$ cat src/rtl/core/cqs_pkg.sv
`timescale 1ns / 1ps
// ----------------------------------------------------------------------------
// cqs_pkg - circular queue with search, shared types and constants
// Operation and status codes, sequencer states, cell control bundle.
// ----------------------------------------------------------------------------
package cqs_pkg;

	localparam int WORD_W    = 32;
	localparam int KIND_W    = 2;
	localparam int STATUS_W  = 2;
	// fan-in of one group in the registered OR tree
	localparam int OR_GROUP  = 64;

	typedef logic signed [WORD_W-1:0] word_t;

	typedef enum logic [KIND_W-1:0] {
		KIND_ENQ  = 2'd0,
		KIND_DEQ  = 2'd1,
		KIND_SRCH = 2'd2
	} kind_t;

	typedef enum logic [STATUS_W-1:0] {
		ST_OK    = 2'd0,
		ST_OVER  = 2'd1,
		ST_UNDER = 2'd2
	} status_t;

	typedef enum logic [1:0] {
		S_IDLE = 2'd0,
		S_GRP  = 2'd1,
		S_FIN  = 2'd2
	} state_t;

	// strobes broadcast to every cell, already qualified
	typedef struct packed {
		logic enq;
		logic deq;
		logic srch;
	} cell_ctrl_t;

endpackage

$ cat src/rtl/core/cqs_or_tree.sv
`timescale 1ns / 1ps
// ----------------------------------------------------------------------------
// cqs_or_tree - registered OR reduction
// First level ORs groups of match bits into registers; second level is
// combinational over the group registers.
// ----------------------------------------------------------------------------
module cqs_or_tree #(
	parameter int N = 128
) (
	input  logic         clk,
	input  logic         load,
	input  logic [N-1:0] bits,
	output logic         any
);

	localparam int NGRP = (N + cqs_pkg::OR_GROUP - 1) / cqs_pkg::OR_GROUP;

	logic [NGRP*cqs_pkg::OR_GROUP-1:0] pad;
	logic [NGRP-1:0]                   grp_d;
	logic [NGRP-1:0]                   grp_q;

	always_comb begin
		pad        = '0;
		pad[N-1:0] = bits;
		for (int g = 0; g < NGRP; g++) begin
			grp_d[g] = |pad[g*cqs_pkg::OR_GROUP +: cqs_pkg::OR_GROUP];
		end
	end

	always_ff @(posedge clk) begin
		if (load) begin
			grp_q <= grp_d;
		end
	end

	assign any = |grp_q;

endmodule

$ cat config.mk
export PLATFORM = sky130hd
export DESIGN_NAME = cqs_or_tree
export DESIGN_NICKNAME = d
export VERILOG_FILES = /design/src/rtl/core/cqs_pkg.sv /design/src/rtl/core/cqs_or_tree.sv
export SDC_FILE = /design/constraint.sdc
export NUM_CORES = 1
export LEC_CHECK = 0
export ABC_AREA = 1
export ABC_CLOCK_PERIOD_IN_PS = 950
export BUFFER_PORTS_ARGS = -buffer_cell sky130_fd_sc_hd__clkbuf_2
export CAP_MARGIN = 20
export CORE_MARGIN = 4
export CORE_UTILIZATION = 22
export DETAILED_ROUTE_END_ITERATION = 12
export PLACE_DENSITY = 0.89
export SYNTH_ARGS = -nofsm -noshare
export SYNTH_HDL_FRONTEND = slang
export SYNTH_SLANG_ARGS = --single-unit
$ cat constraint.sdc
create_clock -name clk -period 0.95 [get_ports clk]
set_clock_uncertainty 0.05 [all_clocks]
set_input_delay 0.095 -clock clk [delete_from_list [all_inputs] [get_ports clk]]
set_output_delay 0.095 -clock clk [all_outputs]
set_load 0.01 [all_outputs]
==> impl_results.md <==
- Top reg by flops: grp_q
- Reg power frac: 16.5%
- Psw: 156 uW
- Post-synthesis xor/xnor area fraction: 0%
- Reg clk slew, reported paths: 0.03 ns
- Final #Nets: 394
- Clk buf depth: 2
- Total core area: 2280 um2
- Residual DRC count: 0
- Critical path endpoint category: primary output
- Synth cell types: 4
- Leakage: 0.000735 uW
- TritonRoute pass-1 iters: 4
- CTS buffer count: 3
- Final instance area: 1250 um2
- Switch share: 24.9%
- Critical path peak fanout: 1
- # fillers: 268
- Cell count after synthesis: 129
- Syn. warnings: 0
- TritonCTS clock tree: yes
- Cell Area, Placed: 1220 um2
- Initial antenna violation count: 0
- Mean Syn Cell Area: 4.18 um2
- Violated checks: negative setup slack
- Period utilisation layout: 113%
- Combinational share of power: 54.8%
- I/O Buffers: 130
- Hold Path End: grp_q[0]
- Startpoint types: flop
- Hold path startpoint: load
- Mapped Area: 539 um2
- DIE HEIGHT: 57.5 um
- Tot Pwr: 625 uW
- Post-Layout Cell Count: 290
- Crit path DAT: 0.92 ns
- Post-synthesis register bit count: 2
- CTS sink count: 2
- Htree depth: 1
- Internal: 469 uW
- RSZ-0062 raised after global routing: true
- Synthesis-to-layout area growth: 132%
- MaxCap Viol Count: 0
- I/O pin total: 131
- Initial Utilization: 23.7%
- Fmax: 0.935 GHz
- Rows: 17
- Synthesized Nets: 259
- Setup-failing EPs final: 1
- Commonest non-fill, non-tap cell in the layout: clkbuf_2
- Number of global-route vias before repair: 1103
- FF+latch area: 60.1 um2
- Mux contribution to synthesized area: 0%
- Worst-Margin Slew: 0.115 ns
- Hold crit path type: primary input to flop
- Most frequent cells in the layout: clkbuf_2, nor2_1, nand2_1
- Worst hold path depth: 1
- Post-Synth Simple-Gate Area: 88.9%
- Fin crit period: 1.07 ns
- Routed wire per std cell: 8.82 um
- GPL Wtd Cong: 0.768
- Worst rel slew slack: 92.3%
- Final Hold Fails: 0
- Post-synthesis sequential area ratio: 11.1%
- GR Overflow Total: 0
- Layout cell share with drive strength beyond 1: 51.1%
- First-pass GRT wire length: 4000 um
- DIE WIDTH: 57.5 um
- Critical path required time: 0.81 ns
- Largest regs: grp_q: 2 flops
- Status: finished with violations
- Adder-Cell Fraction of Synth Area: 0%
- Max reg flops: 2
- DRT antenna net count: 0
- Detail Placement HPWL: 2520 um
- Area of the multi-input gates: 482 um2
- Via count: 1154
- Clock power share: 28.7%
- Overall Global Routing Usage: 14.7%
- Critical path class: flop to primary output
- Initial DRC count: 35
- Cts hold-fix bufs: 0
- Vias per Instance: 3.98
- Largest family of logic cells by synthesized area: simple AND/OR/NAND/NOR gates
- Synth Area in Compound Gates: 0%
- # diodes: 0
- Pwr dens: 500 nW/um2
- Largest net degree at the start of global routing: 3
- Max IR drop VDD: 0.361 mV
- Hold_ws: 0.0504 ns
- Max Transition Viols Final: 0
- Routed wire length: 2560 um
- Post-route setup slack: -0.120 ns
- Placed insts: 287
- Die area: 3310 um2
- Clock root buffer: clkbuf_4
[worst max-delay path, stage by stage (launching register included)]
cell	delay [ns]
edfxtp_1	0.34
or2_4	0.24
clkbuf_2	0.12
[cell type report]
type                       count  share of cell area, %
timing repair buffer         130                   52.1
tap                           28                   2.80
clock buffer                   3                   1.80
sequential                     2                   4.80
multi-input combinational    127                   38.5
[synthesized netlist by cell type]
cell	n	share of area [%]
nand2_1	42	29
edfxtp_1	2	11
nor2_1	84	58
or2_2	1	1.2
[power groups by stage]
stage,clock network [uW],registers [uW],logic (uW)
finish,179,103,342
global route,193,104,394
CTS,187,103,347
detailed placement,0,104,344
global placement,0,104,336
floorplan,0,104,79.7
[how the worst max path moves through the flow]
stage | startpoint | endpoint | cells after the start
detailed placement | bits[127] | grp_q[1] | 7
global route | grp_q[0] | any | 2
finish | grp_q[0] | any | 2
floorplan | bits[63] | grp_q[0] | 6
global placement | bits[127] | grp_q[1] | 7
CTS | grp_q[0] | any | 2
[stage by stage]
step / util [%] / setup slack (ns) / TNS [ns]
global placement: 53.8 / -0.0428 / -0.0796
detailed placement: 53.8 / -0.0424 / -0.0724
CTS: 54.9 / -0.132 / -0.132
finish: 54.9 / -0.120 / -0.120
floorplan: - / 0.150 / 0
global route: 54.9 / -0.163 / -0.163
[cell families after synthesis]
group / Yosys count
flops: 2
simple gates: 127
[timing repair]
action	in CTS	in global routing
endpoints found under the setup margin	1	1
pin swaps	1	0
resized for setup	1	0
buffers inserted	0	0
[per-layer routing]
metal  up-vias  track usage (%)  part of all wire [%]
li1        655                -                     -
met1       431             14.6                    31
met2        66             29.8                    55
met3         2             2.49                    14
met4         0             4.97                  0.55
met5         -                0                     0
Note: power is estimated with default switching activity, not from simulation.
