===== src/rtl/core/cqs_pkg.sv =====
`timescale 1ns / 1ps
// ----------------------------------------------------------------------------
// cqs_pkg - circular queue with search, shared types and constants
// Operation and status codes, sequencer states, cell control bundle.
// ----------------------------------------------------------------------------
package cqs_pkg;

	localparam int WORD_W    = 32;
	localparam int KIND_W    = 2;
	localparam int STATUS_W  = 2;
	// fan-in of one group in the registered OR tree
	localparam int OR_GROUP  = 64;

	typedef logic signed [WORD_W-1:0] word_t;

	typedef enum logic [KIND_W-1:0] {
		KIND_ENQ  = 2'd0,
		KIND_DEQ  = 2'd1,
		KIND_SRCH = 2'd2
	} kind_t;

	typedef enum logic [STATUS_W-1:0] {
		ST_OK    = 2'd0,
		ST_OVER  = 2'd1,
		ST_UNDER = 2'd2
	} status_t;

	typedef enum logic [1:0] {
		S_IDLE = 2'd0,
		S_GRP  = 2'd1,
		S_FIN  = 2'd2
	} state_t;

	// strobes broadcast to every cell, already qualified
	typedef struct packed {
		logic enq;
		logic deq;
		logic srch;
	} cell_ctrl_t;

endpackage


===== src/rtl/core/cqs_cell.sv =====
`timescale 1ns / 1ps
// ----------------------------------------------------------------------------
// cqs_cell - one queue slot
// Holds one word; loads on enqueue at its position, takes its neighbor's word
// on dequeue, and registers its own key match on search.
// ----------------------------------------------------------------------------
module cqs_cell #(
	parameter int IDX   = 0,
	parameter int CNT_W = 8
) (
	input  logic                clk,
	input  cqs_pkg::cell_ctrl_t ctrl,
	input  logic [CNT_W-1:0]    cnt,
	input  cqs_pkg::word_t      value,
	input  cqs_pkg::word_t      nbr_data,
	output cqs_pkg::word_t      data_q,
	output logic                match_q
);

	logic occupied;

	assign occupied = (CNT_W'(IDX) < cnt);

	always_ff @(posedge clk) begin
		if (ctrl.deq) begin
			data_q <= nbr_data;
		end else if (ctrl.enq && (cnt == CNT_W'(IDX))) begin
			data_q <= value;
		end
	end

	always_ff @(posedge clk) begin
		if (ctrl.srch) begin
			match_q <= occupied && (data_q == value);
		end
	end

endmodule


===== config.mk =====
export PLATFORM = sky130hd
export DESIGN_NAME = cqs_cell
export DESIGN_NICKNAME = d
export VERILOG_FILES = /design/src/rtl/core/cqs_pkg.sv /design/src/rtl/core/cqs_cell.sv
export SDC_FILE = /design/constraint.sdc
export NUM_CORES = 1
export LEC_CHECK = 0
export ABC_AREA = 1
export BUFFER_PORTS_ARGS = -buffer_cell sky130_fd_sc_hd__buf_4
export CORE_ASPECT_RATIO = 2
export CORE_UTILIZATION = 44
export CTS_CLUSTER_DIAMETER = 30
export CTS_CLUSTER_SIZE = 24
export DETAILED_ROUTE_END_ITERATION = 7
export PLACE_DENSITY = 0.8
export SYNTH_ARGS = -nofsm -noshare
export SYNTH_HDL_FRONTEND = slang
export SYNTH_SLANG_ARGS = --single-unit

===== constraint.sdc =====
create_clock -name clk -period 1.8 [get_ports clk]
set_input_delay 0.18 -clock clk [delete_from_list [all_inputs] [get_ports clk]]
set_output_delay 0.18 -clock clk [all_outputs]
set_load 0.1 [all_outputs]

==> flow_results.org <==
** Logic synthesis
- Area fraction in compound gates after synthesis :: 0.0615
- Cell type contributing the most total cell area after synthesis :: sky130_fd_sc_hd__edfxtp_1
- The average instance in the mapped netlist occupies 7.48 um2.
- After synthesis, the netlist uses 13 different library cells.
- Of the total synthesized cell area, the portion taken by full adders, half adders and majority gates is 0.
- Multiplexer share of the synthesized area :: 0
- Of the total synthesized cell area, the portion taken by XOR and XNOR cells is 0.0493.
- Of the total synthesized cell area, the portion taken by AND, OR, NAND and NOR gates is 0.292.
- Synthesis inferred 33 register bits.
- The mapped netlist covers 0.00195 mm2.
- The share of synthesized area in the top cell type comes to 0.507.
- After synthesis, the largest family of logic cells by area is simple AND/OR/NAND/NOR gates.
- By area the synthesized netlist is led by sky130_fd_sc_hd__edfxtp_1 (51%), sky130_fd_sc_hd__nand2_1 (24%), sky130_fd_sc_hd__inv_1 (7.1%).
- Number of nets produced by synthesis :: 337
- Sequential fraction of the synthesis area :: 0.507
- Synthesis handed over a netlist of 261 instances.
- Warnings from Yosys :: 0

** Detailed routing
- After detailed routing, the average wire length per cell comes to 11.5 um.
- Wire length after detailed routing :: 4910 um
- For this block, the initial DRC count from the detailed router was 46.
- Total via count in the routed design :: 1,937
- Number of nets with antenna violations after routing :: 0
- The first TritonRoute pass finished after 4 iterations.
- Vias per inst :: 4.55
- DRC violation count after routing :: 0

** Cells and area
- Layout cells sized above 1 :: 0.323
- Non-Filler Instances :: 426
- Antenna Diode Count :: 0
- The filler cells instantiated in the layout total 399.
- In the final design database the tool counted 448 nets.
- Compared with the post-synthesis result, the final layout area differs by 49.0%.

** Setup path
- Reg2Reg Launch Point :: data_q[16]
- The kind of cell with the highest combined delay along the critical path is simple AND/OR/NAND/NOR gates.
- Critical path start-end classification :: reg2reg
- The worst setup path is captured at a flop.
- STA classifies the critical path startpoint as a flop.
- Cell-by-cell listing of the critical path :: nand2_1 > nand2_1 > nor2_1 > nand2_1 > nor2_2 > nand3_1 > nor2_1
- Destination of the worst register-to-register timing path :: match_q
- Measured in cells, the most critical reg-to-reg path has a length of 7.
- STA puts the critical path data arrival time at 1350 ps.
- Most frequent cell on the critical path :: sky130_fd_sc_hd__nand2_1
- STA puts the critical path data required time at 1940 ps.
- Slack of the worst reg-to-reg path :: 580 ps
- Crit-path max cell delay :: 430 ps
- The slowest stage of the critical path belongs to the cell sky130_fd_sc_hd__edfxtp_1.
- Top fanout value on the critical path :: 3
- The number of buffers and inverters on the critical path is 0.

** Placed design
- Placement-stage worst setup slack :: 476 ps
- DP Cell Count :: 419
- Detailed placement ended at an HPWL of 3930 um.
- Number of port buffers :: 108
- At the end of routability-driven placement, the weighted congestion stood at 0.811.

** STA
- Counting I/O delays and the setup requirement, the final critical path takes 1220 ps.
- Sum Neg Setup Slack :: 0 ps
- The number of hold-slack violations in the final timing report was 0.
- Unrepaired setup endpoints after global routing :: false
- Once routing completed, OpenROAD measured the worst setup slack at 585 ps.
- Final Cycle Share :: 0.675
- Achievable Freq :: 823 MHz
- Transition at the pin with the smallest max-transition slack :: 299 ps
- The max-slew violation total from the final report is 0.
- Measured against its own limit, the worst slew margin works out to 0.801.
- Setup violations remaining at the end of the flow were counted as 0.
- Between clock sinks in the finished design, the worst skew comes to 8.53 ps.

** Hold path
- For hold timing, the worst endpoint is match_q.
- Along the worst hold path, the cell count comes to 1.
- Launch instance of the worst min-delay path :: ctrl[0]
- Kind of path behind the tightest hold check :: in2reg

** Clock tree
- CTS H-tree depth :: 2
- CTS Hold Bufs :: 0
- After clock tree synthesis, the clock-pin slew on the worst setup and hold paths is 70 ps.
- Post-CTS repair changed the size of 0 cells.
- Number of CTS-inserted buffers :: 5
- The tree is rooted in a sky130_fd_sc_hd__clkbuf_8.
- At the later pin of the worst-skew pair, clock insertion delay measures 280 ps.
- CTS saw 33 sinks.
- Clock tree from TritonCTS :: yes
- Post-CTS Repair Setup Buffers :: 0
- No sink is reached through more buffers than the 2 on the longest clock path.

** Power and ir drop
- Peak VDD IR :: 0.000797 V
- Leakage power figure :: 0.00152 uW
- The completed layout was analyzed and its total power is 2470 uW.
- Pwr per Cell Area :: 849 mW/mm2

** Global routing
- Sum of overflow across all layers after global routing :: 0
- Maximum number of pins on one net before global-route repair :: 35
- Number of global-route vias before repair :: 1,808
- The first global-routing pass estimated 7550 um of wire.
- GR Util All Layers :: 0.214
- The number of antenna violations at the first check in global routing was 0.

** Die
- 109 I/O pins were placed.
- Die height :: 96.2 um
- Starting Density :: 0.455
- The die is 49.1 um wide.
- The die covers 0.00473 mm2.
- FP Rows :: 34
- The total area inside the core boundary comes to 0.00430 mm2.

** Run status
- Run status :: completed

** Run
- Maxcap violations :: 0
-- sequential cells by signal (all words and copies together) (netlist names) --
signal	count
match_q	1
data_q	32
-- worst reg2reg max path: cells and delay by family (launching register included) --
family,cells,cell delay (ps)
flip-flops,1,430
AND/OR/NAND/NOR,7,640
-- routing by layer --
layer / track usage / up-vias / routed length (um) / part of all wire
met5: 0 / - / 0 / 0
met4: 0.0907 / 0 / 107 / 0.022
met3: 0.0363 / 10 / 193 / 0.039
met2: 0.420 / 59 / 2810 / 0.57
met1: 0.213 / 848 / 1800 / 0.37
li1: - / 1020 / - / -
-- worst max-delay path by stage --
stage	start	endpoint	slack (ps)	cells past startpoint
after floorplan	data_q[17]	match_q	20	6
after global placement	cnt[1]	data_q[30]	480	7
after detailed placement	cnt[1]	data_q[30]	480	7
after CTS	data_q[16]	match_q	570	7
after global routing	data_q[16]	match_q	440	7
final	data_q[16]	match_q	580	7
-- cell families (layout without fill, tap and decap cells) --
family,count (synthesis),in the layout
compound gates,24,24
buf+inv,44,155
xor+xnor,11,11
simple gates,149,149
flops,33,33
-- final cells by class --
type	instances	area, um2	share of cell area
Sequential cell	33	991	0.340
Timing Repair Buffer	111	846	0.291
Multi-Input combinational cell	184	787	0.270
Inverter	37	139	0.0477
Clock buffer	5	68.8	0.0236
Tap cell	54	67.6	0.0232
Clock inverter	2	11.3	0.00387
-- Yosys cell counts --
cell type / count
sky130_fd_sc_hd__buf_2: 5
sky130_fd_sc_hd__buf_4: 1
sky130_fd_sc_hd__clkbuf_1: 1
sky130_fd_sc_hd__edfxtp_1: 33
sky130_fd_sc_hd__inv_1: 37
sky130_fd_sc_hd__nand2_1: 123
sky130_fd_sc_hd__nand3_1: 3
sky130_fd_sc_hd__nor2_1: 20
sky130_fd_sc_hd__nor2_2: 2
sky130_fd_sc_hd__o21ai_0: 21
sky130_fd_sc_hd__o21ai_1: 3
sky130_fd_sc_hd__or2_2: 1
sky130_fd_sc_hd__xnor2_1: 11
-- report_power, final --
part	switching, uW	internal [uW]	leakage, uW	total, uW
logic	694	279	0.00116	973
clock network	257	259	0.0000377	516
registers	49.7	932	0.000323	982
-- cell usage in the layout (no fill, tap or decap) --
| cell type | n |
|---|---|
| sky130_fd_sc_hd__o21ai_1 | 3 |
| sky130_fd_sc_hd__edfxtp_1 | 33 |
| sky130_fd_sc_hd__buf_4 | 110 |
| sky130_fd_sc_hd__inv_1 | 37 |
| sky130_fd_sc_hd__o21ai_0 | 21 |
| sky130_fd_sc_hd__clkinvlp_4 | 1 |
| sky130_fd_sc_hd__nor2_1 | 20 |
| sky130_fd_sc_hd__nand2_1 | 123 |
| sky130_fd_sc_hd__clkbuf_8 | 5 |
| sky130_fd_sc_hd__nor2_2 | 2 |
| sky130_fd_sc_hd__clkinv_1 | 1 |
| sky130_fd_sc_hd__xnor2_1 | 11 |
| sky130_fd_sc_hd__buf_12 | 1 |
| sky130_fd_sc_hd__nand3_1 | 3 |
| sky130_fd_sc_hd__or2_2 | 1 |
-- through the flow --
step	cell area [um2]	hold WS, ps	util
finish	2910	103	0.677
global route	2910	90.8	0.677
CTS	2910	93.0	0.677
detailed placement	2830	386	0.659
global placement	2830	382	0.659
floorplan	1950	292	-
(Power assumes the default switching activity.)
